[config.mk]
export PLATFORM = sky130hd
export DESIGN_NAME = rail_power_switch_sequencer
export DESIGN_NICKNAME = d
export VERILOG_FILES = /design/src/rpss_pkg.sv /design/src/rpss_decide.sv /design/src/rail_power_switch_sequencer.sv
export SDC_FILE = /design/constraint.sdc
export NUM_CORES = 1
export LEC_CHECK = 0
export ABC_AREA = 1
export BUFFER_PORTS_ARGS = -buffer_cell sky130_fd_sc_hd__buf_2
export CORE_MARGIN = 8
export CORE_UTILIZATION = 55
export CTS_CLUSTER_DIAMETER = 120
export DETAILED_ROUTE_END_ITERATION = 6
export GPL_TIMING_DRIVEN = 1
export PLACE_DENSITY = 0.76
export SLEW_MARGIN = 20
export SYNTH_ARGS = -nofsm -noshare
export SYNTH_HDL_FRONTEND = slang
export SYNTH_HIERARCHICAL = 1
export SYNTH_SLANG_ARGS = --single-unit
[constraint.sdc]
create_clock -name clk_i -period 11 [get_ports clk_i]
set_input_delay 0.55 -clock clk_i [delete_from_list [all_inputs] [get_ports clk_i]]
set_output_delay 0.55 -clock clk_i [all_outputs]
set_load 0.02 [all_outputs]
[src/rpss_pkg.sv]
package rpss_pkg;

  localparam int unsigned SampleW = 16;
  localparam int unsigned CfgIdxW = 4;

  // Register indexes on the configuration port
  localparam logic [CfgIdxW-1:0] CfgMinVoltLowRail  = 4'd0;
  localparam logic [CfgIdxW-1:0] CfgMaxVoltLowRail  = 4'd1;
  localparam logic [CfgIdxW-1:0] CfgMinVoltHighRail = 4'd2;
  localparam logic [CfgIdxW-1:0] CfgMaxVoltHighRail = 4'd3;

  localparam logic signed [SampleW-1:0] MinVoltReset = 16'sd0;
  localparam logic signed [SampleW-1:0] MaxVoltReset = 16'sd32767;

  typedef enum logic [1:0] {
    RailNone    = 2'd0,
    RailBothOff = 2'd1,
    RailLowOn   = 2'd2,
    RailBothOn  = 2'd3
  } rail_act_e;

  typedef enum logic [1:0] {
    FanNone    = 2'd0,
    FanFullOff = 2'd1,
    FanFullOn  = 2'd2
  } fan_act_e;

  typedef enum logic [1:0] {
    ToneNone     = 2'd0,
    ToneBadPower = 2'd1,
    ToneEstopOn  = 2'd2,
    ToneEstopOff = 2'd3
  } tone_e;

  // State bits: [0] 16 V on, [1] on/off pressed, [2] kill closed, [3] 32 V on
  typedef logic [3:0] flags_t;

  typedef struct packed {
    logic signed [SampleW-1:0] min_low;
    logic signed [SampleW-1:0] max_low;
    logic signed [SampleW-1:0] min_high;
    logic signed [SampleW-1:0] max_high;
  } limits_t;

  typedef struct packed {
    logic                      kill_level;
    logic                      onoff_level;
    logic signed [SampleW-1:0] low_a;
    logic signed [SampleW-1:0] low_b;
    logic signed [SampleW-1:0] low_c;
    logic signed [SampleW-1:0] high_a;
    logic signed [SampleW-1:0] high_b;
    logic signed [SampleW-1:0] high_c;
  } event_t;

  typedef struct packed {
    rail_act_e rail_action;
    fan_act_e  fan_action;
    tone_e     tone_request;
    logic      low_rail_on;
    logic      high_rail_on;
  } result_t;

endpackage

[src/rpss_decide.sv]
module rpss_decide import rpss_pkg::*; (
  input  event_t  evt_i,
  input  flags_t  flags_i,
  input  limits_t limits_i,
  output flags_t  flags_o,
  output result_t result_o
);

  logic [1:0] sw_now;
  logic [1:0] sw_prev;
  logic signed [SampleW-1:0] low_ab;
  logic signed [SampleW-1:0] low_max;
  logic signed [SampleW-1:0] high_ab;
  logic signed [SampleW-1:0] high_max;
  logic low_ok;
  logic high_ok;
  flags_t cur;

  assign sw_now  = {evt_i.kill_level, ~evt_i.onoff_level};
  assign sw_prev = flags_i[2:1];

  assign low_ab   = (evt_i.low_b > evt_i.low_a) ? evt_i.low_b : evt_i.low_a;
  assign low_max  = (evt_i.low_c > low_ab) ? evt_i.low_c : low_ab;
  assign high_ab  = (evt_i.high_b > evt_i.high_a) ? evt_i.high_b : evt_i.high_a;
  assign high_max = (evt_i.high_c > high_ab) ? evt_i.high_c : high_ab;

  assign low_ok  = (low_max >= limits_i.min_low) && (low_max <= limits_i.max_low);
  assign high_ok = (high_max >= limits_i.min_high) && (high_max <= limits_i.max_high);

  always_comb begin
    cur                   = {flags_i[3], sw_now, flags_i[0]};
    result_o.rail_action  = RailNone;
    result_o.fan_action   = FanNone;
    result_o.tone_request = ToneNone;

    if (flags_i[0]) begin
      // kill held, on/off released after being pressed
      if (sw_now == 2'b10 && sw_prev == 2'b11) begin
        result_o.rail_action = RailBothOff;
        result_o.fan_action  = FanFullOff;
        cur[0] = 1'b0;
        cur[3] = 1'b0;
      end
    end else if (sw_now == 2'b11 && sw_prev == 2'b10) begin
      if (low_ok) begin
        result_o.rail_action = RailLowOn;
        result_o.fan_action  = FanFullOn;
        cur[0] = 1'b1;
        if (high_ok) begin
          result_o.rail_action = RailBothOn;
          cur[3] = 1'b1;
        end
      end else begin
        result_o.tone_request = ToneBadPower;
      end
    end

    if (cur[2] && !flags_i[2]) begin
      result_o.tone_request = ToneEstopOn;
    end else if (!cur[2] && flags_i[2]) begin
      result_o.tone_request = ToneEstopOff;
    end

    result_o.low_rail_on  = cur[0];
    result_o.high_rail_on = cur[3];
    flags_o = cur;
  end

endmodule

[src/rail_power_switch_sequencer.sv]
// Rail power switch sequencer. Each request is one switch-change event; it is
// captured in an input register, decided against the 4-bit switch/rail state
// and the four range limits in one combinational step, and lands in a result
// register, giving exactly one result per request. The result is valid once
// the request has passed the input register and then the result register;
// a new request is taken every cycle as long as the result register drains,
// and the state update is the loop that sets that rate. Limits are written
// through the configuration port (index 0..3: 16 V min, 16 V max, 32 V min,
// 32 V max, signed Q6.10, inclusive range) and must only change while no
// request is in flight. Other indexes are ignored. Reset clears the state to
// all rails off, switches released.
module rail_power_switch_sequencer import rpss_pkg::*; (
  input  logic                      clk_i,
  input  logic                      rst_ni,

  input  logic                      cfg_valid_i,
  output logic                      cfg_ready_o,
  input  logic [CfgIdxW-1:0]        cfg_index_i,
  input  logic [SampleW-1:0]        cfg_data_i,

  input  logic                      in_valid_i,
  output logic                      in_ready_o,
  input  logic                      kill_level_i,
  input  logic                      onoff_level_i,
  input  logic signed [SampleW-1:0] low_rail_sample_a_i,
  input  logic signed [SampleW-1:0] low_rail_sample_b_i,
  input  logic signed [SampleW-1:0] low_rail_sample_c_i,
  input  logic signed [SampleW-1:0] high_rail_sample_a_i,
  input  logic signed [SampleW-1:0] high_rail_sample_b_i,
  input  logic signed [SampleW-1:0] high_rail_sample_c_i,

  output logic                      out_valid_o,
  input  logic                      out_ready_i,
  output logic [1:0]                rail_action_o,
  output logic [1:0]                fan_action_o,
  output logic [1:0]                tone_request_o,
  output logic                      low_rail_on_o,
  output logic                      high_rail_on_o
);

  limits_t limits_q;
  flags_t  flags_q, flags_d;
  event_t  evt_q;
  logic    evt_valid_q;
  result_t res_q, res_d;
  logic    out_valid_q;
  logic    evt_advance;
  logic    in_fire;

  assign cfg_ready_o = 1'b1;

  always_ff @(posedge clk_i or negedge rst_ni) begin
    if (!rst_ni) begin
      limits_q <= '{min_low: MinVoltReset, max_low: MaxVoltReset,
                    min_high: MinVoltReset, max_high: MaxVoltReset};
    end else if (cfg_valid_i) begin
      unique case (cfg_index_i)
        CfgMinVoltLowRail:  limits_q.min_low  <= cfg_data_i;
        CfgMaxVoltLowRail:  limits_q.max_low  <= cfg_data_i;
        CfgMinVoltHighRail: limits_q.min_high <= cfg_data_i;
        CfgMaxVoltHighRail: limits_q.max_high <= cfg_data_i;
        default: ;
      endcase
    end
  end

  // Input stage moves on whenever the result register is empty or draining
  assign evt_advance = evt_valid_q && (!out_valid_q || out_ready_i);
  assign in_ready_o  = !evt_valid_q || evt_advance;
  assign in_fire     = in_valid_i && in_ready_o;

  always_ff @(posedge clk_i or negedge rst_ni) begin
    if (!rst_ni) begin
      evt_valid_q <= 1'b0;
    end else if (in_ready_o) begin
      evt_valid_q <= in_valid_i;
    end
  end

  always_ff @(posedge clk_i) begin
    if (in_fire) begin
      evt_q <= '{kill_level: kill_level_i, onoff_level: onoff_level_i,
                 low_a: low_rail_sample_a_i, low_b: low_rail_sample_b_i,
                 low_c: low_rail_sample_c_i, high_a: high_rail_sample_a_i,
                 high_b: high_rail_sample_b_i, high_c: high_rail_sample_c_i};
    end
  end

  rpss_decide u_decide (
    .evt_i    (evt_q),
    .flags_i  (flags_q),
    .limits_i (limits_q),
    .flags_o  (flags_d),
    .result_o (res_d)
  );

  always_ff @(posedge clk_i or negedge rst_ni) begin
    if (!rst_ni) begin
      flags_q     <= '0;
      out_valid_q <= 1'b0;
    end else begin
      if (evt_advance) begin
        flags_q <= flags_d;
      end
      if (!out_valid_q || out_ready_i) begin
        out_valid_q <= evt_valid_q;
      end
    end
  end

  always_ff @(posedge clk_i) begin
    if (evt_advance) begin
      res_q <= res_d;
    end
  end

  assign out_valid_o    = out_valid_q;
  assign rail_action_o  = res_q.rail_action;
  assign fan_action_o   = res_q.fan_action;
  assign tone_request_o = res_q.tone_request;
  assign low_rail_on_o  = res_q.low_rail_on;
  assign high_rail_on_o = res_q.high_rail_on;

`ifndef ASSERT_OFF
  // 32 V rail is only ever on together with the 16 V rail
  a_high_needs_low: assert property (@(posedge clk_i) disable iff (!rst_ni)
    flags_q[3] |-> flags_q[0])
    else $error("32 V rail flag set without 16 V rail flag");

  a_result_loaded: assert property (@(posedge clk_i) disable iff (!rst_ni)
    evt_advance |=> out_valid_o)
    else $error("decided request did not reach the result register");

  a_bad_power_no_rail: assert property (@(posedge clk_i) disable iff (!rst_ni)
    out_valid_o && tone_request_o == ToneBadPower |-> rail_action_o == RailNone)
    else $error("bad power tone together with a rail action");

  a_both_on_flags: assert property (@(posedge clk_i) disable iff (!rst_ni)
    out_valid_o && rail_action_o == RailBothOn |-> low_rail_on_o && high_rail_on_o)
    else $error("both rails on reported without both flags");
`endif

endmodule
== After elaboration in Yosys (flattened, before gate mapping) ==
Index checks and enable logic that the tools add are counted.
Storage, ports and cells
  logic and storage cells: 78
  bits in read-only memories: 0
  memory bits (writable): 0
  output and inout bits: 11
  input port bits: 123
  memories kept: 0
  bits in latches: 0
  bits in registers: 176
Cells by class
  order comparisons: 8
  shift operators: 0
  muxes and demuxes: 21
  equality and inequality tests: 7
  multipliers: 0
  add/subtract/negate cells: 0
  div/mod/pow operators: 0
  bitwise gates (word level): 1
  reductions and logical operators: 20
Operator list (number)
  16-bit > comparator: 4
  16-bit two-way mux: 4
  16-bit greater-or-equal comparator: 2
  16-bit <= comparator: 2
  1-bit two-way mux: 12
  2-bit == test (second input constant): 4
  4-bit by 2-bit == test with 1-bit output (second input constant): 2
  1-bit logical AND: 8
  4-bit two-way mux: 2
  2-bit AND reduction: 4
  6-bit two-way mux: 1
  4-bit by 1-bit == test with 1-bit output (second input constant): 1
  1-bit logical NOT: 4
  4-bit logical NOT: 1
  3-bit two-way mux: 1
  1-bit logical OR: 2
  2-bit two-way mux: 1
  2-bit OR reduction: 1
  1-bit inverter: 1

== Depth between registers and ports, before layout ==
Gate-level depths: netlist of the first run.
  depth in word-level cells: 11
  depth in mapped cells: 44

== Hierarchy ==
Netlist of the first run, hierarchy kept.
Modules (own cells, without submodules)
  rail_power_switch_sequencer: sequential area each 4972.3 um2, cells an instance 425, area an instance 6152.2 um2, times used 1
  rpss_decide: sequential area each 0.0 um2, cells an instance 813, area an instance 4700.8 um2, times used 1

== Worst setup path after synthesis of the first run ==
Ideal clock, no wire load.
  path type: flip-flop to flip-flop
  start: register evt_q[73] (netlist bit)
  end: register res_q, in the netlist high_rail_on_o (data pin)
  buffers on the path: 3
  arrival time: 4459 ps
  required time: 10749 ps
  path slack: 6290 ps
  cell stages (with the launch flop): 36
  period minus slack after synthesis: 4710 ps
  cells stage by stage: edfxtp_1 ha_1 nand2_1 inv_1 o21ai_0 a21oi_1 nor2_1 nand2_1 nand2_2 nand3_2 buf_2 nand2_1 nand2_1 ha_1 a21oi_1 nor2_1 nor3_1 nand2_1 nand2_1 nand2_1 nand2_2 nand3_1 buf_2 nand3_1 nand2_1 ha_1 nand2_1 nor2_1 nand2_1 nor2_1 nand2_1 nand4_1 nand3_1 nand3_1 o21ai_0 buf_4
On the way
  cells in the longest elaborated chain, start to end: 9
  elaborated cells on any way between the ends: 10
RTL lines
  start: declaration: RTL line rail_power_switch_sequencer.sv:43  | event_t evt_q;
  start signal: assignment: RTL line rail_power_switch_sequencer.sv:82  | evt_q <= '{kill_level: kill_level_i, onoff_level: onoff_level_i,
  16-bit > comparator: RTL line rpss_decide.sv:22  | assign low_ab = (evt_i.low_b > evt_i.low_a) ? evt_i.low_b : evt_i.low_a;
  16-bit two-way mux (*): RTL line rpss_decide.sv:22
  16-bit > comparator: RTL line rpss_decide.sv:23  | assign low_max = (evt_i.low_c > low_ab) ? evt_i.low_c : low_ab;
  16-bit two-way mux (*): RTL line rpss_decide.sv:23
  16-bit greater-or-equal comparator / 16-bit <= comparator (equally long branches): RTL line rpss_decide.sv:27  | assign low_ok = (low_max >= limits_i.min_low) && (low_max <= limits_i.max_low);
  1-bit logical AND (*): RTL line rpss_decide.sv:27
  1-bit two-way mux (*): RTL line rpss_decide.sv:45  | if (low_ok) begin
  1-bit two-way mux (*): RTL line rpss_decide.sv:44  | end else if (sw_now == 2'b11 && sw_prev == 2'b10) begin
  1-bit two-way mux (*): RTL line rpss_decide.sv:36  | if (flags_i[0]) begin
  via flags_d[3]: RTL line rail_power_switch_sequencer.sv:42  | flags_t flags_q, flags_d;
  end signal: assignment: RTL line rail_power_switch_sequencer.sv:113  | res_q <= res_d;
  end: declaration: RTL line rail_power_switch_sequencer.sv:45  | result_t res_q, res_d;
The timed path passes the listed nets; every way through them passes the cells marked *.
A chain may end at the register's enable or synchronous reset.

== Worst setup path after layout of the first run ==
  start: register evt_q[79] (netlist bit)
  end: register flags_q[3]
On the way
  cells in the longest elaborated chain, start to end: 9
  elaborated cells on any way between the ends: 10
RTL lines
  16-bit > comparator: RTL line rpss_decide.sv:22
  16-bit two-way mux (*): RTL line rpss_decide.sv:22
  16-bit > comparator: RTL line rpss_decide.sv:23
  16-bit two-way mux (*): RTL line rpss_decide.sv:23
  16-bit greater-or-equal comparator / 16-bit <= comparator (equally long branches): RTL line rpss_decide.sv:27
  1-bit logical AND (*): RTL line rpss_decide.sv:27
  1-bit two-way mux (*): RTL line rpss_decide.sv:45
  1-bit two-way mux (*): RTL line rpss_decide.sv:44
  1-bit two-way mux (*): RTL line rpss_decide.sv:36
  via flags_d[3]: RTL line rail_power_switch_sequencer.sv:42
  end signal: assignment: RTL line rail_power_switch_sequencer.sv:103  | flags_q <= flags_d;
  end: declaration: RTL line rail_power_switch_sequencer.sv:42
Marked as above.

==> results of run 1 <==
## cells in the final DEF, fill, tap and decap left out, types with 2 or more instances in the layout
| master | synthesis | final |
|---|---|---|
| a21o_1 | 4 | 4 |
| a21oi_1 | 46 | 46 |
| buf_2 | 16 | 132 |
| buf_4 | 13 | 3 |
| bufinv_16 | 0 | 2 |
| clkbuf_16 | 0 | 17 |
| clkinv_4 | 0 | 4 |
| clkinvlp_4 | 0 | 2 |
| dfrtp_1 | 40 | 40 |
| dfstp_2 | 30 | 30 |
| edfxtp_1 | 106 | 106 |
| ha_1 | 130 | 130 |
| inv_1 | 182 | 181 |
| inv_2 | 2 | 2 |
| inv_4 | 1 | 2 |
| inv_6 | 0 | 3 |
| nand2_1 | 367 | 367 |
| nand2_2 | 5 | 5 |
| nand3_1 | 61 | 61 |
| nand3_2 | 9 | 9 |
| nand4_1 | 137 | 137 |
| nor2_1 | 39 | 39 |
| nor2_4 | 2 | 2 |
| nor3_1 | 3 | 3 |
| o21a_1 | 4 | 4 |
| o21ai_0 | 14 | 14 |
| o21bai_1 | 5 | 5 |
## cell usage after synthesis
master,count
a211oi_1,1
a21o_1,4
a21oi_1,46
buf_1,1
buf_2,16
buf_4,13
buf_6,1
clkbuf_1,14
conb_1,1
dfrtp_1,40
dfstp_2,30
edfxtp_1,106
ha_1,130
inv_1,182
inv_2,2
inv_4,1
nand2_1,367
nand2_2,5
nand3_1,61
nand3_2,9
nand3_4,1
nand4_1,137
nand4_2,1
nor2_1,39
nor2_4,2
nor3_1,3
nor4_1,1
nor4_4,1
o21a_1,4
o21ai_0,14
o21bai_1,5
## cell families after synthesis
family          count (synthesis)  share of synthesized area, %
compound gates                 74                          3.74
simple gates                  627                          26.7
buf+inv                       230                          8.68
flops                         176                          45.8
other cells                     1                        0.0346
fa+ha+maj                     130                          15.0
## how the worst max path moves through the flow
stage | end | start | depth (start not counted) | slack (ns)
global route | flags_q[3] | evt_q[79] | 29 | 4.03
global placement | flags_q[3] | evt_q[79] | 31 | 5.04
CTS | flags_q[3] | evt_q[79] | 31 | 4.92
finish | flags_q[3] | evt_q[79] | 29 | 4.80
floorplan | high_rail_on_o | evt_q[73] | 35 | 6.29
detailed placement | flags_q[3] | evt_q[79] | 31 | 4.97
## stage by stage
stage | worst slack [ns] | cell area, sq um | utilization (%) | hold WS (ns) | power (W)
2_1_floorplan | 6.29 | 10900 | - | 0.254 | 0.00149
3_3_place_gp | 5.04 | 11600 | 59.9 | 0.451 | 0.00167
3_5_place_dp | 4.97 | 11600 | 59.9 | 0.454 | 0.00170
4_1_cts | 4.92 | 12200 | 62.9 | 0.267 | 0.00231
5_1_grt | 4.03 | 12200 | 62.9 | 0.263 | 0.00249
6_report | 4.80 | 12200 | 62.9 | 0.284 | 0.00230
## power groups by stage
stage	registers [W]	logic (W)	clock network [W]
floorplan	0.000870	0.000621	0
global placement	0.000873	0.000792	0
detailed placement	0.000875	0.000826	0
CTS	0.000865	0.000833	0.000617
global route	0.000875	0.000971	0.000641
finish	0.000865	0.000835	0.000605
## per-layer routing
| metal | GRT usage [%] | share of wire, % | vias to the layer above |
|---|---|---|---|
| met5 | 0 | 0 | - |
| met4 | 8.38 | 2.4 | 0 |
| met3 | 4.38 | 5.2 | 45 |
| met2 | 37.3 | 49 | 266 |
| met1 | 26.3 | 43 | 4110 |
| li1 | - | - | 4396 |
## registers in the layout, summed over array words and instances (netlist names)
register	flops
evt_q	98
limits_q	64
flags_q	4
fan_action_o	2
rail_action_o	2
tone_request_o	2
evt_valid_q	1
high_rail_on_o	1
low_rail_on_o	1
out_valid_o	1
## area by class of cell
type	instances	share of cell area (%)
sequential	176	40.7
multi-input combinational	832	40.4
tap	265	2.72
timing repair buffer	135	5.59
clock inverter	14	1.28
inverter	185	5.73
clock buffer	18	3.51
## worst register-to-register path: cells and delay by family (launching register included)
kind / cells / cell delay (ns)
flops: 1 / 0.41
simple gates: 23 / 4.14
compound gates: 3 / 0.59
fa+ha+maj: 3 / 1.01
==> impl_metrics.tcl, run 1 <==
set metrics [dict create \
    status "completed" \
    vias 8817 \
    drc 0 \
    cts.clk_slew.worst_paths_ns 0.07 \
    setup_tns_ns 0 \
    nets 1600 \
    hp-class "primary input to register" \
    max_freq_mhz 161 \
    htreeDepth 4 \
    grt_start_max_net_pins 71 \
    maxSlewViolCount 0 \
    finClkSkew_ns 0.00835 \
    end_kind "register" \
    maxCapViolations 0 \
    die_w_um 156 \
    gp_congestion 0.876 \
    drt-initial-drc-count 644 \
    max_stage_delay_ns 0.53 \
    synthesis.area_sq_um 10900 \
    ir_drop_mv 0.118 \
    min_path_cells 1 \
    pwr-share-clk_pct 26.3 \
    hold_violations 0 \
    grt_pass1_wl_mm 42.3 \
    cp.arrival_ns 6.57 \
    overflow 0 \
    synth_seq_cells 176 \
    setup.worst_path.class "register to register" \
    synth_top_area_cell "edfxtp_1" \
    crit_family "simple AND/OR/NAND/NOR gates" \
    cts.sinks 176 \
    holdPathEnd "evt_q[77]" \
    drt_wl_total_mm 25.4 \
    min_period_ns 6.20 \
    drive_above_1_share_pct 16.0 \
    clock_latency_ns 0.44 \
    placed_cells 1593 \
    netSwitchingPower_w 0.000844 \
    ctsResizeCount 0 \
    cpMaxStageDelayCell "nand3_1" \
    grt_pass1_vias 8817 \
    core_area_sq_um 19400 \
    multiInputGateArea_sq_um 4940 \
    drtPass1Iterations 5 \
    p_per_area_nw_per_um2 189 \
    syn_nets 1491 \
    slew_headroom_pct 39.9 \
    antenna_left 0 \
    die_y_um 156 \
    pwr-share-comb_pct 36.2 \
    reg2reg_setup_slack_ns 4.80 \
    cts-root-buf "clkbuf_16" \
    finalNonFillerCells 1625 \
    period_share_pct 56.4 \
    dieArea_sq_um 24500 \
    track_usage_pct 21.7 \
    syn_area_per_cell_sq_um 8.77 \
    yosysWarnings 6 \
    io_buffers 132 \
    area_growth_pct 12.5 \
    p_int_w 0.00146 \
    synth_area_leaders "edfxtp_1 (29%), ha_1 (15%), nand2_1 (13%), dfrtp_1 (9.2%), nand4_1 (7.9%)" \
    cts_buffers 17 \
    clk_path_buf_depth 2 \
    synth_cells 1238 \
    min_from "low_rail_sample_b_i[13]" \
    r2r_start "evt_q[79]" \
    cts_tree "done" \
    post_cts_buffers 0 \
    rsz0062_at_grt "no" \
    cp_common_cell "nand2_1" \
    dpl.hpwl_mm 19.1 \
    wire_per_inst_um 15.6 \
    crit_fanout 17 \
    p_seq_share_pct 37.5 \
    finalSetupViolations 0 \
    antenna_cells 0 \
    rows 51 \
    nFillCells 1703 \
    reg2reg_to "flags_q[3]" \
    crit_required_ns 11.37 \
    ys_types 31 \
    swShare_pct 36.6 \
    leakage_nw 6.28 \
    grt_antenna_before_repair 0 \
    start_kind "register" \
    seqCellArea_sq_um 4970 \
    worst_pin_slew_ns 0.902 \
    yosysSeqAreaShare_pct 45.8 \
    synth_top_area_share_pct 29.3 \
    critPathBufInv 0 \
    ios 134 \
    start_util_pct 55.9 \
    viasPerCell 5.43 \
    worst-r2r-cell-count 29 \
    hold_buffers 0 \
]
(Power assumes the default switching activity.)
==> run 2, diff against run 1 <==
ABC_AREA = 0   (was 1)
PLACE_DENSITY = 0.77   (was 0.76)
clock period = 6 ns   (was 11 ns; I/O delays follow)
==> impl_metrics.tcl, run 2 <==
set metrics [dict create \
    p_per_area_nw_per_um2 315 \
    met1Wirelength_mm 9.43 \
    grt_start_max_net_pins 71 \
    synth_common_cells "inv_1 (140), ha_1 (130), edfxtp_1 (106), mux2_2 (73), mux2i_1 (62)" \
    vias 6555 \
    min_period_ns 5.85 \
    dpl.hpwl_mm 16.0 \
    dieArea_sq_um 22900 \
    track_usage_pct 18.7 \
    hold_slack_ns 0.0411 \
    rsz0062_at_grt "yes" \
    wire_per_inst_um 17.6 \
    synth_flop_cell "edfxtp_1" \
    finClkSkew_ns 0.00818 \
    core_area_sq_um 18000 \
    nets 1220 \
    wl_met2_mm 10.7 \
    ios 134 \
    yosysWarnings 6 \
    viasPerCell 5.42 \
    syn_nets 1069 \
    ir_drop_mv 0.232 \
    start_util_pct 56.0 \
    grt_pass1_wl_mm 33.4 \
    htreeDepth 4 \
    setup.worst_path.class "register to register" \
    layout.cells.most_common "inv_1" \
    largest_reg_flops 98 \
    grt_pass1_vias 7043 \
    io_buffers 132 \
    overflow 0 \
    regMostFlops "evt_q" \
    cts.clk_slew.worst_paths_ns 0.07 \
    cts_tree "done" \
    synth_cells 816 \
    synth_edf_count 106 \
    synth_area_leaders "edfxtp_1 (32%), ha_1 (16%), dfrtp_1 (10%), mux2_2 (8.2%), dfstp_2 (7.8%)" \
    finalSetupViolations 0 \
    die_y_um 151 \
    placed_cells 1172 \
    cp.arrival_ns 6.16 \
    finalNonFillerCells 1209 \
    drc 0 \
    async_reset_ff_share_pct 39.8 \
    finalCoreUtilization_pct 65.5 \
    synth_seq_cells 176 \
    leakage_nw 5.48 \
    synth_top_area_cell "edfxtp_1" \
    hold_buffers 0 \
    yosysSeqAreaShare_pct 49.5 \
    syn_area_per_cell_sq_um 12.3 \
    clock_latency_ns 0.42 \
    antenna_left 0 \
    clk_path_buf_depth 2 \
    synthesis.area_sq_um 10100 \
    wl_met3_um 905 \
    gp_congestion 0.806 \
    antenna_cells 0 \
    slew_headroom_pct 32.1 \
    die_w_um 151 \
    end_kind "register" \
    yosys.cell_count.top_type "inv_1" \
    rows 49 \
    grt_antenna_before_repair 2 \
    cts_buffers 17 \
    maxCapViolations 0 \
    cts.sinks 176 \
    highest-signal-layer "met5" \
    hp-class "primary input to register" \
    period_share_pct 97.5 \
    reg_top3 "evt_q (98), limits_q (64), flags_q (4)" \
    crit_required_ns 6.31 \
    final_cell_mix "inv_1 (140), buf_2 (132), ha_1 (129)" \
    cts-root-buf "clkbuf_16" \
    drt_wl_total_mm 21.2 \
    area_growth_pct 17.0 \
    status "completed" \
    max_freq_mhz 171 \
    synth_top_area_share_pct 31.7 \
    drive_above_1_share_pct 32.4 \
    drtPass1Iterations 4 \
    maxSlewViolCount 0 \
    worst_pin_slew_ns 1.01 \
    hold_violations 0 \
    crit_fanout 16 \
    start_kind "register" \
    drt-initial-drc-count 261 \
    ys_types 54 \
]
run 2: changes by cell type after synthesis, moves of 7 or more:
cell	before	now
a21o_1	4	12
buf_2	16	2
clkbuf_1	14	1
inv_1	182	140
mux2_2	0	73
mux2i_1	0	62
nand2_1	367	27
nand3_1	61	10
nand3_2	9	0
nand4_1	137	23
nor2_1	39	7
nor2b_1	0	7
o211ai_1	0	10
run 2: layer usage:
metal | up-vias | global-route usage, %
met3 | 17 | 4.81
met1 | 3163 | 23.0
met2 | 119 | 32.3
met5 | - | 0
met4 | 4 | 4.45
li1 | 3252 | -
run 2: power by group:
group | switching [W] | leakage [nW] | internal [W]
logic | 0.000558 | 3.37 | 0.000483
registers | 0.0000814 | 1.82 | 0.00149
clock network | 0.000500 | 0.285 | 0.000598
total | 0.00114 | 5.48 | 0.00257
run 2: area by class of cell:
cell class                 count  area [sq um]
timing repair buffer         147           813
sequential                   176          4970
clock buffer                  18           439
clock inverter                14           145
fill                        1364          6200
tap                          229           287
inverter                     140           526
multi-input combinational    485          4580
run 2: cell families (layout without fill, tap and decap cells):
group / count (synthesis) / in the layout / synth area share (%)
and+or+nand+nor: 110 / 110 / 6.38
muxes: 135 / 135 / 14.3
AOI/OAI and AO/OA: 109 / 109 / 7.07
DFF: 176 / 176 / 49.5
other: 1 / 1 / 0.0373
adders and majority gates: 130 / 130 / 16.2
buffers and inverters: 155 / 319 / 6.53
run 2: path summary, 6_finish.rpt:
kind / start / end / slack [ns] / cells past startpoint
setup / recovery: evt_q[75] / flags_q[3] / 0.15 / 25
hold / removal: low_rail_sample_b_i[2] / evt_q[66] / 0.04 / 1
setup reg to reg: evt_q[75] / flags_q[3] / 0.15 / 25
hold reg to reg: evt_valid_q / out_valid_o / 0.50 / 1
max in group asynchronous: rst_ni / limits_q[18] / 5.35 / 2
min in group asynchronous: rst_ni / limits_q[24] / 0.07 / 2
run 2: stage by stage:
stage / power [W] / setup WS [ns] / setup TNS, ns / cell area, sq um
floorplan: 0.00229 / 0.600 / 0 / 10100
global placement: 0.00252 / 0.125 / 0 / 11000
detailed placement: 0.00257 / -0.127 / -0.134 / 11000
CTS: 0.00370 / 0.00520 / 0 / 11600
global route: 0.00392 / -0.0650 / -0.0871 / 11800
finish: 0.00371 / 0.152 / 0 / 11800
run 2: timing repair:
action | in CTS | in global routing
gates resized for setup | 1 | 32
buffers inserted | 3 | 1
endpoints found under the setup margin | 3 | 8
pin swaps | 1 | 5
run 2: worst max-delay path, cell delays in order (launching register included):
cell and delay (ns):
edfxtp_1 0.40, ha_1 0.35, and4_1 0.29, nand2_1 0.13, a211oi_2 0.29, a2111oi_4 0.09, a21oi_4 0.17, buf_12 0.20
mux2i_1 0.32, ha_1 0.22, nand2_1 0.12, nor2_1 0.19, a211oi_2 0.07, o2111a_1 0.25, a21oi_2 0.17, buf_4 0.21
mux2i_1 0.30, ha_1 0.28, nand4_1 0.22, nor3_4 0.09, a21boi_4 0.16, nor4_2 0.27, mux2_2 0.41, nand3b_1 0.13
o21ai_0 0.11, mux2_2 0.27
==> run 3, diff against run 2 <==
BUFFER_PORTS_ARGS = -buffer_cell sky130_fd_sc_hd__clkbuf_2   (was -buffer_cell sky130_fd_sc_hd__buf_2)
CORE_UTILIZATION = 59   (was 55)
PLACE_DENSITY = 0.81   (was 0.77)
==> impl_metrics.tcl, run 3 (synthesis results as in run 2) <==
set metrics [dict create \
    vias 6651 \
    antenna_cells 0 \
    drc 0 \
    clock_latency_ns 0.43 \
    reg_top3 "evt_q (98), limits_q (64), flags_q (4)" \
    reg2reg_setup_slack_ns 0.08 \
    cpMaxStageDelayCell "or4_1" \
    overflow 0 \
    place_ws_ns -0.0396 \
    grt_start_max_net_pins 71 \
    dieArea_sq_um 21500 \
    drt-initial-drc-count 331 \
    worst_pin_slew_ns 1.02 \
    multiInputGateArea_sq_um 4570 \
    start_kind "register" \
    track_usage_pct 19.9 \
    power_w 0.00368 \
    maxCapViolations 0 \
    hp-class "primary input to register" \
    htreeDepth 4 \
    largest_reg_flops 98 \
    finalNonFillerCells 1200 \
    maxSlewViolCount 0 \
    antenna_left 0 \
    cts-root-buf "clkbuf_16" \
    ios 134 \
    start_util_pct 60.4 \
    drt_wl_total_mm 21.4 \
    regMostFlops "evt_q" \
    max_freq_mhz 169 \
    wire_per_inst_um 17.8 \
    cts_buffers 17 \
    leakage_nw 5.48 \
    cts_tree "done" \
    min_period_ns 5.92 \
    finClkSkew_ns 0.00791 \
    end_kind "register" \
    grt_pass1_vias 7097 \
    final_cell_mix "inv_1 (140), clkbuf_2 (132), ha_1 (130)" \
    finalCoreUtilization_pct 70.4 \
    grt_antenna_before_repair 1 \
    rows 47 \
    drive_above_1_share_pct 32.0 \
    status "completed" \
    placed_cells 1163 \
    hold_buffers 0 \
    setup.worst_path.class "register to register" \
    crit_required_ns 6.32 \
    grt_pass1_wl_mm 34.1 \
    period_share_pct 98.6 \
    hold_violations 0 \
    io_buffers 132 \
    core_area_sq_um 16600 \
    cp.arrival_ns 6.23 \
    layout.cells.most_common "inv_1" \
    slew_headroom_pct 31.5 \
    cts.sinks 176 \
    die_y_um 147 \
    viasPerCell 5.54 \
    fin_ws_ns 0.0822 \
    die_w_um 147 \
    nFillCells 1164 \
    ir_drop_mv 0.206 \
    area_growth_pct 16.6 \
    p_per_area_nw_per_um2 314 \
    crit_fanout 9 \
    finalSetupViolations 0 \
    seqCellArea_sq_um 4970 \
    max_stage_delay_ns 0.61 \
    nets 1220 \
    dpl.hpwl_mm 15.8 \
    cts.clk_slew.worst_paths_ns 0.07 \
    gp_congestion 0.872 \
    crit_chain "ha_1, nand4_1, or4_1, o221ai_4, buf_6, buf_4, mux2i_1, ha_1, nand4_1, a211oi_1, a21oi_1, mux2_2, nand2_8, buf_12, mux2i_2, ha_1, and3_1, nand4_1, a21oi_1, nor3_2, nand4b_1, o211ai_1, o21ai_0, mux2_2" \
    drtPass1Iterations 6 \
    clk_path_buf_depth 2 \
]
-- run 3: cell types whose count changed in the layout (fill, tap and decap cells not counted), moves of 2 or more --
cell / previous run / this run
buf_2: 132 / 0
clkbuf_2: 0 / 132
a211oi_1: 5 / 3
clkinv_2: 0 / 2
inv_8: 3 / 1
-- run 3: layout make-up --
type / instances / area share [%]
Clock buffer: 18 / 3.66
Clock inverter: 14 / 1.12
Inverter: 140 / 4.48
Multi-Input combinational cell: 485 / 39.0
Sequential cell: 176 / 42.4
Tap cell: 220 / 2.35
Timing Repair Buffer: 147 / 6.97
-- run 3: per-stage QoR --
step / hold slack (ns) / setup TNS [ns] / cell area, sq um
after floorplan: 0.00441 / 0 / 10100
after global placement: 0.477 / 0 / 11000
after detailed placement: 0.479 / -0.0396 / 11000
after CTS: 0.0220 / 0 / 11600
after global routing: 0.00932 / -0.198 / 11700
final: 0.0394 / 0 / 11700
-- run 3: what timing repair did --
| action | in CTS | in global routing |
|---|---|---|
| setup buffers | 3 | 0 |
| setup endpoints to repair | 2 | 8 |
| pin swaps | 1 | 2 |
| gates resized for setup | 0 | 32 |
-- run 3: final timing paths --
path / from / endpoint / cells past startpoint
worst max-delay path: evt_q[31] / flags_q[3] / 24
worst min-delay path: onoff_level_i / evt_q[96] / 1
worst max register to register: evt_q[31] / flags_q[3] / 24
worst min register to register: evt_valid_q / out_valid_o / 1
max in group asynchronous: rst_ni / limits_q[18] / 2
min in group asynchronous: rst_ni / evt_valid_q / 2
-- run 3: critical path: cells and delay by family, from the launching register on --
family | cells | cell delay, ns
muxes | 4 | 1.12
and+or+nand+nor | 8 | 1.87
adders and majority gates | 3 | 0.92
DFF | 1 | 0.40
buffers and inverters | 3 | 0.49
AOI/OAI and AO/OA | 6 | 1.00
-- run 3: per-layer routing --
| metal | wire length (um) | vias up | global-route usage (%) |
|---|---|---|---|
| met1 | 9290 | 3235 | 24.4 |
| met3 | 1260 | 20 | 6.24 |
| met5 | 13 | - | 0 |
| met2 | 10600 | 155 | 33.0 |
| met4 | 218 | 2 | 6.18 |
| li1 | - | 3239 | - |
-- run 3: power breakdown --
part | total (W) | switching, W | internal (W)
clock | 0.00106 | 0.000483 | 0.000578
combinational | 0.00105 | 0.000563 | 0.000486
sequential | 0.00157 | 0.0000825 | 0.00149
